===== src/sv/bbs_pkg.sv =====
// Shared types, register codes and constants of the streaming box blur.
`default_nettype none

package bbs_pkg;

  // Default line capacity in pixels.
  localparam int MAX_WIDTH_DEF = 2048;

  // Byte channels per pixel and the packed pixel width.
  localparam int CHANNELS = 4;
  localparam int CHAN_W   = 8;
  localparam int PIX_W    = CHANNELS * CHAN_W;

  // Configuration port geometry.
  localparam int CFG_IDX_W  = 2;
  localparam int CFG_DATA_W = 16;

  // Configuration register indexes.
  localparam logic [CFG_IDX_W-1:0] CFG_WIDTH    = 2'd0;
  localparam logic [CFG_IDX_W-1:0] CFG_HEIGHT   = 2'd1;
  localparam logic [CFG_IDX_W-1:0] CFG_MODE     = 2'd2;
  localparam logic [CFG_IDX_W-1:0] CFG_CHANNELS = 2'd3;

  // Register widths and reset values.
  localparam int WIDTH_REG_W  = 12;
  localparam int HEIGHT_REG_W = 16;
  localparam int MODE_REG_W   = 2;
  localparam int CHAN_REG_W   = 3;

  localparam logic [WIDTH_REG_W-1:0]  WIDTH_RST    = 12'd2048;
  localparam logic [HEIGHT_REG_W-1:0] HEIGHT_RST   = 16'd2048;
  localparam logic [MODE_REG_W-1:0]   MODE_RST     = 2'd0;
  localparam logic [CHAN_REG_W-1:0]   CHANNELS_RST = 3'd3;

  // Filter modes.
  localparam logic [MODE_REG_W-1:0] MODE_BOX   = 2'd0;
  localparam logic [MODE_REG_W-1:0] MODE_HORIZ = 2'd1;
  localparam logic [MODE_REG_W-1:0] MODE_VERT  = 2'd2;

  // Beat commands.
  localparam logic CMD_PIXEL = 1'b0;
  localparam logic CMD_FLUSH = 1'b1;

  // Input beat.
  typedef struct packed {
    logic              cmd;
    logic [CHAN_W-1:0] channel_3;
    logic [CHAN_W-1:0] channel_2;
    logic [CHAN_W-1:0] channel_1;
    logic [CHAN_W-1:0] channel_0;
  } pix_beat_t;

  // Result beat.
  typedef struct packed {
    logic              last_pixel;
    logic [CHAN_W-1:0] out_ch3;
    logic [CHAN_W-1:0] out_ch2;
    logic [CHAN_W-1:0] out_ch1;
    logic [CHAN_W-1:0] out_ch0;
  } res_beat_t;

  // Per-result tap qualifiers and edge flags handed to the filter.
  typedef struct packed {
    logic right_ok;
    logic below_ok;
    logic diag_ok;
    logic last_col;
    logic last_row;
  } tap_ctrl_t;

endpackage

`default_nettype wire


===== src/sv/bbs_filter.sv =====
// Per-channel averaging of the taps (all four in box mode) and the registered result stage.
`default_nettype none

module bbs_filter (
  input  wire logic                                 clk,
  input  wire logic                                 rst,
  input  wire logic                                 load,
  output logic                                      load_ok,
  input  wire bbs_pkg::tap_ctrl_t                   ctrl,
  input  wire logic [bbs_pkg::PIX_W-1:0]            tap_a,
  input  wire logic [bbs_pkg::PIX_W-1:0]            tap_r,
  input  wire logic [bbs_pkg::PIX_W-1:0]            tap_b,
  input  wire logic [bbs_pkg::PIX_W-1:0]            tap_d,
  input  wire logic [bbs_pkg::MODE_REG_W-1:0]       filter_mode,
  input  wire logic [bbs_pkg::CHAN_REG_W-1:0]       channel_count,
  output logic                                      res_valid,
  input  wire logic                                 res_ready,
  output bbs_pkg::res_beat_t                        res
);

  localparam int CW8 = bbs_pkg::CHAN_W;

  logic [bbs_pkg::PIX_W-1:0]      r_px;
  logic [bbs_pkg::PIX_W-1:0]      b_px;
  logic [bbs_pkg::PIX_W-1:0]      d_px;
  logic [bbs_pkg::PIX_W-1:0]      filt_px;
  logic [bbs_pkg::CHAN_REG_W-1:0] used;
  bbs_pkg::res_beat_t             res_next;

  // Missing neighbors read as zero.
  assign r_px = ctrl.right_ok ? tap_r : '0;
  assign b_px = ctrl.below_ok ? tap_b : '0;
  assign d_px = ctrl.diag_ok  ? tap_d : '0;

  // Channel counts above four act as four.
  assign used = (channel_count > bbs_pkg::CHAN_REG_W'(bbs_pkg::CHANNELS)) ?
                bbs_pkg::CHAN_REG_W'(bbs_pkg::CHANNELS) : channel_count;

  // Floor averages per channel; edges of the averaged direction pass the pixel unchanged, unused channels are zero.
  always_comb begin
    logic [CW8-1:0] ca, cr, cb, cd, v;
    logic [CW8+1:0] sum4;
    logic [CW8:0]   sum_h, sum_v;
    filt_px = '0;
    for (int j = 0; j < bbs_pkg::CHANNELS; j++) begin
      ca    = tap_a[CW8*j +: CW8];
      cr    = r_px[CW8*j +: CW8];
      cb    = b_px[CW8*j +: CW8];
      cd    = d_px[CW8*j +: CW8];
      sum4  = (CW8+2)'(ca) + (CW8+2)'(cr) + (CW8+2)'(cb) + (CW8+2)'(cd);
      sum_h = (CW8+1)'(ca) + (CW8+1)'(cr);
      sum_v = (CW8+1)'(ca) + (CW8+1)'(cb);
      v     = ca;
      case (filter_mode)
        bbs_pkg::MODE_BOX: begin
          if (!ctrl.last_col && !ctrl.last_row) v = sum4[CW8+1:2];
        end
        bbs_pkg::MODE_HORIZ: begin
          if (!ctrl.last_col) v = sum_h[CW8:1];
        end
        bbs_pkg::MODE_VERT: begin
          if (!ctrl.last_row) v = sum_v[CW8:1];
        end
        default: begin
          v = ca;
        end
      endcase
      if (bbs_pkg::CHAN_REG_W'(j) < used) begin
        filt_px[CW8*j +: CW8] = v;
      end
    end
  end

  always_comb begin
    res_next.out_ch0    = filt_px[CW8*0 +: CW8];
    res_next.out_ch1    = filt_px[CW8*1 +: CW8];
    res_next.out_ch2    = filt_px[CW8*2 +: CW8];
    res_next.out_ch3    = filt_px[CW8*3 +: CW8];
    res_next.last_pixel = ctrl.last_col && ctrl.last_row;
  end

  // Output register: takes a new beat whenever the old one is gone or leaving.
  assign load_ok = !res_valid || res_ready;

  always_ff @(posedge clk) begin
    if (rst) begin
      res_valid <= 1'b0;
    end else if (load) begin
      res_valid <= 1'b1;
    end else if (res_ready) begin
      res_valid <= 1'b0;
    end
  end

  always_ff @(posedge clk) begin
    if (load) begin
      res <= res_next;
    end
  end

endmodule

`default_nettype wire

===== config.mk =====
export PLATFORM = sky130hd
export DESIGN_NAME = bbs_filter
export DESIGN_NICKNAME = d
export VERILOG_FILES = /design/src/sv/bbs_pkg.sv /design/src/sv/bbs_filter.sv
export SDC_FILE = /design/constraint.sdc
export NUM_CORES = 1
export LEC_CHECK = 0
export BUFFER_PORTS_ARGS = -buffer_cell sky130_fd_sc_hd__buf_2
export CAP_MARGIN = 5
export CORE_MARGIN = 5
export CORE_UTILIZATION = 58
export DETAILED_ROUTE_END_ITERATION = 10
export GPL_TIMING_DRIVEN = 0
export HOLD_SLACK_MARGIN = 0.06
export PLACE_DENSITY = 0.84
export SLEW_MARGIN = 30
export SYNTH_ARGS = -nofsm -noshare
export SYNTH_HDL_FRONTEND = slang
export SYNTH_SLANG_ARGS = --single-unit

===== constraint.sdc =====
create_clock -name clk -period 10.1 [get_ports clk]
set_input_delay 2.02 -clock clk [delete_from_list [all_inputs] [get_ports clk]]
set_output_delay 2.02 -clock clk [all_outputs]
set_load 0.03 [all_outputs]

-- Word level (Yosys, flattened, before mapping)
Cells that the tools add are included.
- add/sub/neg operators: 20
- multiply operators: 0
- divide/modulo/power cells: 0
- $lt $le $gt $ge: 5
- equal/unequal tests: 2
- shifts and indexed selects: 0
- mux-type cells: 22
- bitwise logic cells: 0
- reductions and logical operators: 8
- operators by type and width (cell ; count):
    $add 8x8->9 ; 12
    $mux 32 ; 3
    $mux 8 ; 12
    $pmux 8 s3 ; 4
    $add 10x8->10 ; 4
    $add 9x8->10 ; 4
    $lt 1x3->1 const A ; 2
    $lt 2x3->1 const A ; 2
    $gt 3x3->1 const B ; 1
    $logic_not 1->1 ; 3
    $mux 3 ; 1
    $eq 2x1->1 const B ; 1
    $eq 2x2->1 const B ; 1
    $logic_and 1x1->1 ; 2
    $logic_not 2->1 ; 1
    $mux 1 ; 2
    $reduce_bool 2->1 ; 1
    $logic_or 1x1->1 ; 1
- bits in registers: 34
- bits in latches: 0
- memory bits (writable): 0
- bits in read-only memories: 0
- input bits: 142
- output and inout port bits: 35
- memories: 0

-- Depth between registers and ports, before layout
- depth after elaboration: 6
- depth in mapped cells: 15

-- Worst setup path after synthesis
OpenSTA, ideal clock, no wires.
- kind: input -> register
- from: in ctrl[3] in the netlist's numbering
- to: reg res[23] in the netlist's numbering (data pin)
- library setup time: 0.271 ns
- arrival time: 5.224 ns
- required time: 9.829 ns
- path slack: 4.606 ns
- cell stages on the path: 15
- buffers on the path: 2
- cell sequence: clkbuf_1 -> clkbuf_1 -> nand2_1 -> fa_1 -> inv_1 -> fa_1 -> nand4b_1 -> inv_1 -> fa_1 -> a21oi_1 -> o21ai_0 -> o311ai_0 -> a21oi_1 -> o21ai_0 -> a31oi_1
- cells in the longest elaborated chain, start to end: 5
- elaborated cells between the ends (all ways): 7
- classes of those cells: 3 x add/sub; 4 x mux
- RTL lines (item ; line ; text):
    start, declared ; bbs_filter.sv:9 ; input wire bbs_pkg::tap_ctrl_t ctrl,
    $mux 32 * ; bbs_filter.sv:32 ; assign b_px = ctrl.below_ok ? tap_b : '0;
    $add 9x8->10 ; bbs_filter.sv:50 ; sum4 = (CW8+2)'(ca) + (CW8+2)'(cr) + (CW8+2)'(cb) + (CW8+2)'(cd);
    $add 10x8->10 ; bbs_filter.sv:50 ;
    $mux 8 ; bbs_filter.sv:56 ; if (!ctrl.last_col && !ctrl.last_row) v = sum4[CW8+1:2];
    $pmux 8 s3 * ; bbs_filter.sv:54 ; case (filter_mode)
    end signal, assigned ; bbs_filter.sv:97 ; res <= res_next;
    end, declared ; bbs_filter.sv:18 ; output bbs_pkg::res_beat_t res
Every way passes the cells marked *; elsewhere a longest branch is shown, timed or not.
A chain may end at the register's enable or synchronous reset.

-- Worst setup path after layout
Same ends and word-level chain as after synthesis.

==> flow_summary_export.csv <==
group,metric,value,unit
clocking,cts_resized,0,
worst_setup_path,worstReg2RegStart,"res_valid",
sta,worst_pin_slew,1.10,ns
sta,timing.clock.skew,0,ns
hold_path,worst_hold_startpoint,"res_valid",
placed_design,dpl.hpwl,23400,microns
pwr,swShare,47.4,%
synthesis,postSynthNetCount,1388,
clocking,clk_root_buffer_cell,"sky130_fd_sc_hd__clkbuf_16",
detailed_routing,num_vias,8998,
sta,layout_worst_path_cycle_share,66.3,%
clocking,clkTransAtPathRegs,0.06,ns
sta,fmax,149,MHz
global_routing,grt_pass1_vias,8397,
sta,setup_viol_count_final,0,
cells_and_area,commonest_non_fill_non_tap_cell_in_the_layout,"sky130_fd_sc_hd__buf_2",
synthesis,synth_area_per_inst,7.72,sq um
worst_setup_path,crit_end_category,"register",
sta,timing.final.max_slew_violations,0,
synthesis,postSynth.asyncResetShare,0,%
worst_setup_path,timing.setup.critical_path_class,"input pin to register",
cells_and_area,post-route-cell-area,9640,sq um
placed_design,placement.setup.worst_slack,3.24,ns
synthesis,number_of_enable_type_register_cells_in_the_synthesized_netlist,33,
worst_setup_path,path_max_fanout,10,
pwr,power.total,0.988,mW
run,max-cap-violations,0,
sta,tns,0,ns
placed_design,place_area,9490,sq um
placed_design,routability_driven_placement_congestion_ratio,0.995,
global_routing,groute.usage.overall,34.4,%
sta,rsz0062_at_grt,"false",
clocking,post_cts.repair.setup_buffers,0,
die,die-area,17000,sq um
hold_path,timing.hold.worst.class,"register to register",
pwr,power.density_cell_area,103,nW/um^2
cells_and_area,layout_common_cells,"175 x sky130_fd_sc_hd__buf_2, 171 x sky130_fd_sc_hd__inv_1, 133 x sky130_fd_sc_hd__nand2_1",
die,io_pins,177,
detailed_routing,detail_route.drc_violations,0,
hold_path,hold_depth,2,
synthesis,ys.flop_type,"sky130_fd_sc_hd__edfxtp_1",
sta,timing.final.ws_setup,3.41,ns
pwr,pwr-share-comb,65.7,%
pwr,power.ir.vdd_worst,0.0565,mV
synthesis,yosysWarningCount,0,
die,die_height,130,microns
detailed_routing,avgRoutedWirePerCell,20.2,microns
sta,finalHoldViolations,0,
clocking,cts-root-to-sink-buffers,2,
synthesis,synth.ff_latch_count,34,
clocking,tritoncts.num_buffers,5,
pwr,relative_contribution_of_sequential_cells_to_total_power,18.1,%
die,num_rows,44,
pwr,clock_power_share,16.1,%
die,initial_utilization,58.3,%
die,floorplan.die.width,130,microns
pwr,netSwitchingPower,0.468,mW
clocking,hold_buffers,0,
worst_setup_path,critical_path.startpoint_type,"input pin",
cells_and_area,fin_cells,1454,
sta,timing.max_slew.rel_slack,26.5,%
detailed_routing,wl_final,29400,microns
worst_setup_path,worstRegToRegCells,2,
synthesis,synthesis.area,8380,sq um
worst_setup_path,cp.required,10.07,ns
clocking,cts_htree_levels,2,
hold_path,worst_hold_path.endpoint,"res_valid",
worst_setup_path,worstReg2RegEnd,"res_valid",
synthesis,synth_sequential_area_ratio,12.1,%
global_routing,grt_overflow_total,0,
cells_and_area,number_of_filler_cells_placed_in_the_layout,1294,
detailed_routing,detailedRoute.firstIterationViolations,939,
global_routing,grt_first_pass_wirelength,44600,microns
detailed_routing,drt_pass1_iterations,6,
worst_setup_path,cp_data_arrival_time,6.66,ns
pwr,power.leakage,4.82,nW
placed_design,dp_cells,1444,
pwr,p_int,0.520,mW
clocking,worstSkewPairLatency,0.29,ns
sta,fin_crit,6.69,ns
die,core_area,14400,sq um
cells_and_area,final_layout_size_suffix_gt1_share,15.3,%
cells_and_area,final_nets,1569,
clocking,clkSinkCount,34,
placed_design,buffer_ports.inserted,174,
cells_and_area,area_delta_synth_final,15.0,%
detailed_routing,via_per_inst,6.19,
detailed_routing,drtAntennaViolNets,0,
global_routing,antenna_found_initial,1,
synthesis,synth.distinct_cells,66,
run_status,outcome,"finished, final reports clean",
worst_setup_path,worst-r2r-setup-slack,9.50,ns
synthesis,number_of_cells_produced_by_synthesis,1086,
global_routing,grt_start_max_net_pins,35,
clocking,cts_tree,"yes",
==> kinds of logic after synthesis <==
family                     count (synthesis)  synth area share, %
muxes                                     10                 1.19
AOI/OAI and AO/OA                        319                 24.9
and+or+nand+nor                          317                 17.9
buffers and inverters                    205                 9.33
DFF                                       34                 12.1
xor gates and xnor gates                  41                 4.28
adders and majority gates                160                 30.3
==> power by group through the flow <==
stage	Clock (mW)	Combinational [mW]	Sequential, mW
floorplan	0	0.419	0.214
global placement	0	0.623	0.181
detailed placement	0	0.635	0.182
CTS	0.157	0.640	0.179
global route	0.162	0.719	0.180
finish	0.159	0.649	0.179
==> cell usage after synthesis (4+ instances only) <==
library cell / instances / area (sq um)
sky130_fd_sc_hd__ha_1: 88 / 1100
sky130_fd_sc_hd__mux2i_1: 10 / 100
sky130_fd_sc_hd__o21bai_1: 7 / 52.6
sky130_fd_sc_hd__edfxtp_1: 33 / 991
sky130_fd_sc_hd__and2_1: 16 / 100
sky130_fd_sc_hd__a211o_1: 5 / 43.8
sky130_fd_sc_hd__o21a_1: 16 / 120
sky130_fd_sc_hd__o311ai_0: 7 / 61.3
sky130_fd_sc_hd__clkbuf_1: 28 / 105
sky130_fd_sc_hd__nand3_1: 15 / 75.1
sky130_fd_sc_hd__or3_1: 8 / 50.1
sky130_fd_sc_hd__nand2_1: 133 / 499
sky130_fd_sc_hd__o21ai_0: 89 / 445
sky130_fd_sc_hd__a31oi_1: 19 / 119
sky130_fd_sc_hd__xnor2_1: 28 / 245
sky130_fd_sc_hd__or2_2: 4 / 25.0
sky130_fd_sc_hd__fa_1: 72 / 1440
sky130_fd_sc_hd__and4_1: 4 / 35.0
sky130_fd_sc_hd__nor2b_1: 9 / 56.3
sky130_fd_sc_hd__nor2_1: 54 / 203
sky130_fd_sc_hd__nand2b_1: 11 / 68.8
sky130_fd_sc_hd__o2111ai_1: 5 / 43.8
sky130_fd_sc_hd__a22oi_1: 4 / 30.0
sky130_fd_sc_hd__o211ai_1: 17 / 128
sky130_fd_sc_hd__nand3b_1: 5 / 37.5
sky130_fd_sc_hd__a211oi_1: 17 / 128
sky130_fd_sc_hd__o22ai_1: 6 / 37.5
sky130_fd_sc_hd__a21oi_1: 61 / 305
sky130_fd_sc_hd__o31a_1: 4 / 35.0
sky130_fd_sc_hd__xor2_1: 13 / 114
sky130_fd_sc_hd__a21boi_0: 5 / 37.5
sky130_fd_sc_hd__a21o_1: 11 / 82.6
sky130_fd_sc_hd__nand4_1: 8 / 50.1
sky130_fd_sc_hd__inv_1: 171 / 642
sky130_fd_sc_hd__o221ai_1: 5 / 43.8
sky130_fd_sc_hd__nor3_1: 31 / 155
sky130_fd_sc_hd__a311oi_1: 4 / 35.0
sky130_fd_sc_hd__a221oi_1: 16 / 140
sky130_fd_sc_hd__or4_1: 4 / 30.0
==> final cells by class <==
type | instances | area [sq um] | area share (%)
clock buffer | 6 | 129 | 1.34
timing repair buffer | 174 | 871 | 9.04
tap | 184 | 230 | 2.39
multi-input combinational | 847 | 6600 | 68.5
antenna | 2 | 5.00 | 0.0519
inverter | 171 | 642 | 6.66
buffer | 34 | 140 | 1.45
clock inverter | 2 | 8.76 | 0.0909
sequential | 34 | 1010 | 10.5
==> metrics by stage <==
step / hold slack [ns] / util (%)
6_report: 0.499 / 67.1
5_1_grt: 0.510 / 67.0
4_1_cts: 0.498 / 67.0
3_5_place_dp: 0.485 / 66.0
3_3_place_gp: 0.478 / 66.0
2_1_floorplan: 0.848 / -
==> registers in the layout, summed over array words and instances, names as in the netlist <==
signal     flops
res_valid      1
res           33
==> per-layer routing <==
layer | GRT usage [%] | vias to the layer above | wire length, microns
met1 | 45.8 | 4180 | 11600
met3 | 5.81 | 100 | 3080
met5 | 0 | - | 10
li1 | - | 4196 | -
met2 | 55.4 | 520 | 13300
met4 | 14.3 | 2 | 1310
==> critical path, cell delays in order <==
cell,delay [ns]
sky130_fd_sc_hd__clkbuf_1,0.57
sky130_fd_sc_hd__clkbuf_1,0.70
sky130_fd_sc_hd__nand2_1,0.23
sky130_fd_sc_hd__fa_1,0.56
sky130_fd_sc_hd__inv_1,0.06
sky130_fd_sc_hd__fa_1,0.46
sky130_fd_sc_hd__nand4b_1,0.15
sky130_fd_sc_hd__inv_1,0.07
sky130_fd_sc_hd__fa_1,0.40
sky130_fd_sc_hd__a21oi_1,0.26
sky130_fd_sc_hd__o21ai_0,0.19
sky130_fd_sc_hd__o311ai_0,0.42
sky130_fd_sc_hd__a21oi_1,0.20
sky130_fd_sc_hd__o21ai_0,0.19
sky130_fd_sc_hd__a31oi_1,0.17
==> worst max-delay path by stage <==
stage	slack, ns	endpoint	cells past startpoint	startpoint
6_report	3.41	res[23]	15	ctrl[3]
3_3_place_gp	3.34	res[23]	15	ctrl[3]
5_1_grt	3.22	res[23]	15	ctrl[3]
2_1_floorplan	4.61	res[23]	15	ctrl[3]
4_1_cts	3.52	res[23]	15	ctrl[3]
3_5_place_dp	3.24	res[23]	15	ctrl[3]
Note: power is estimated with default switching activity, not from simulation.
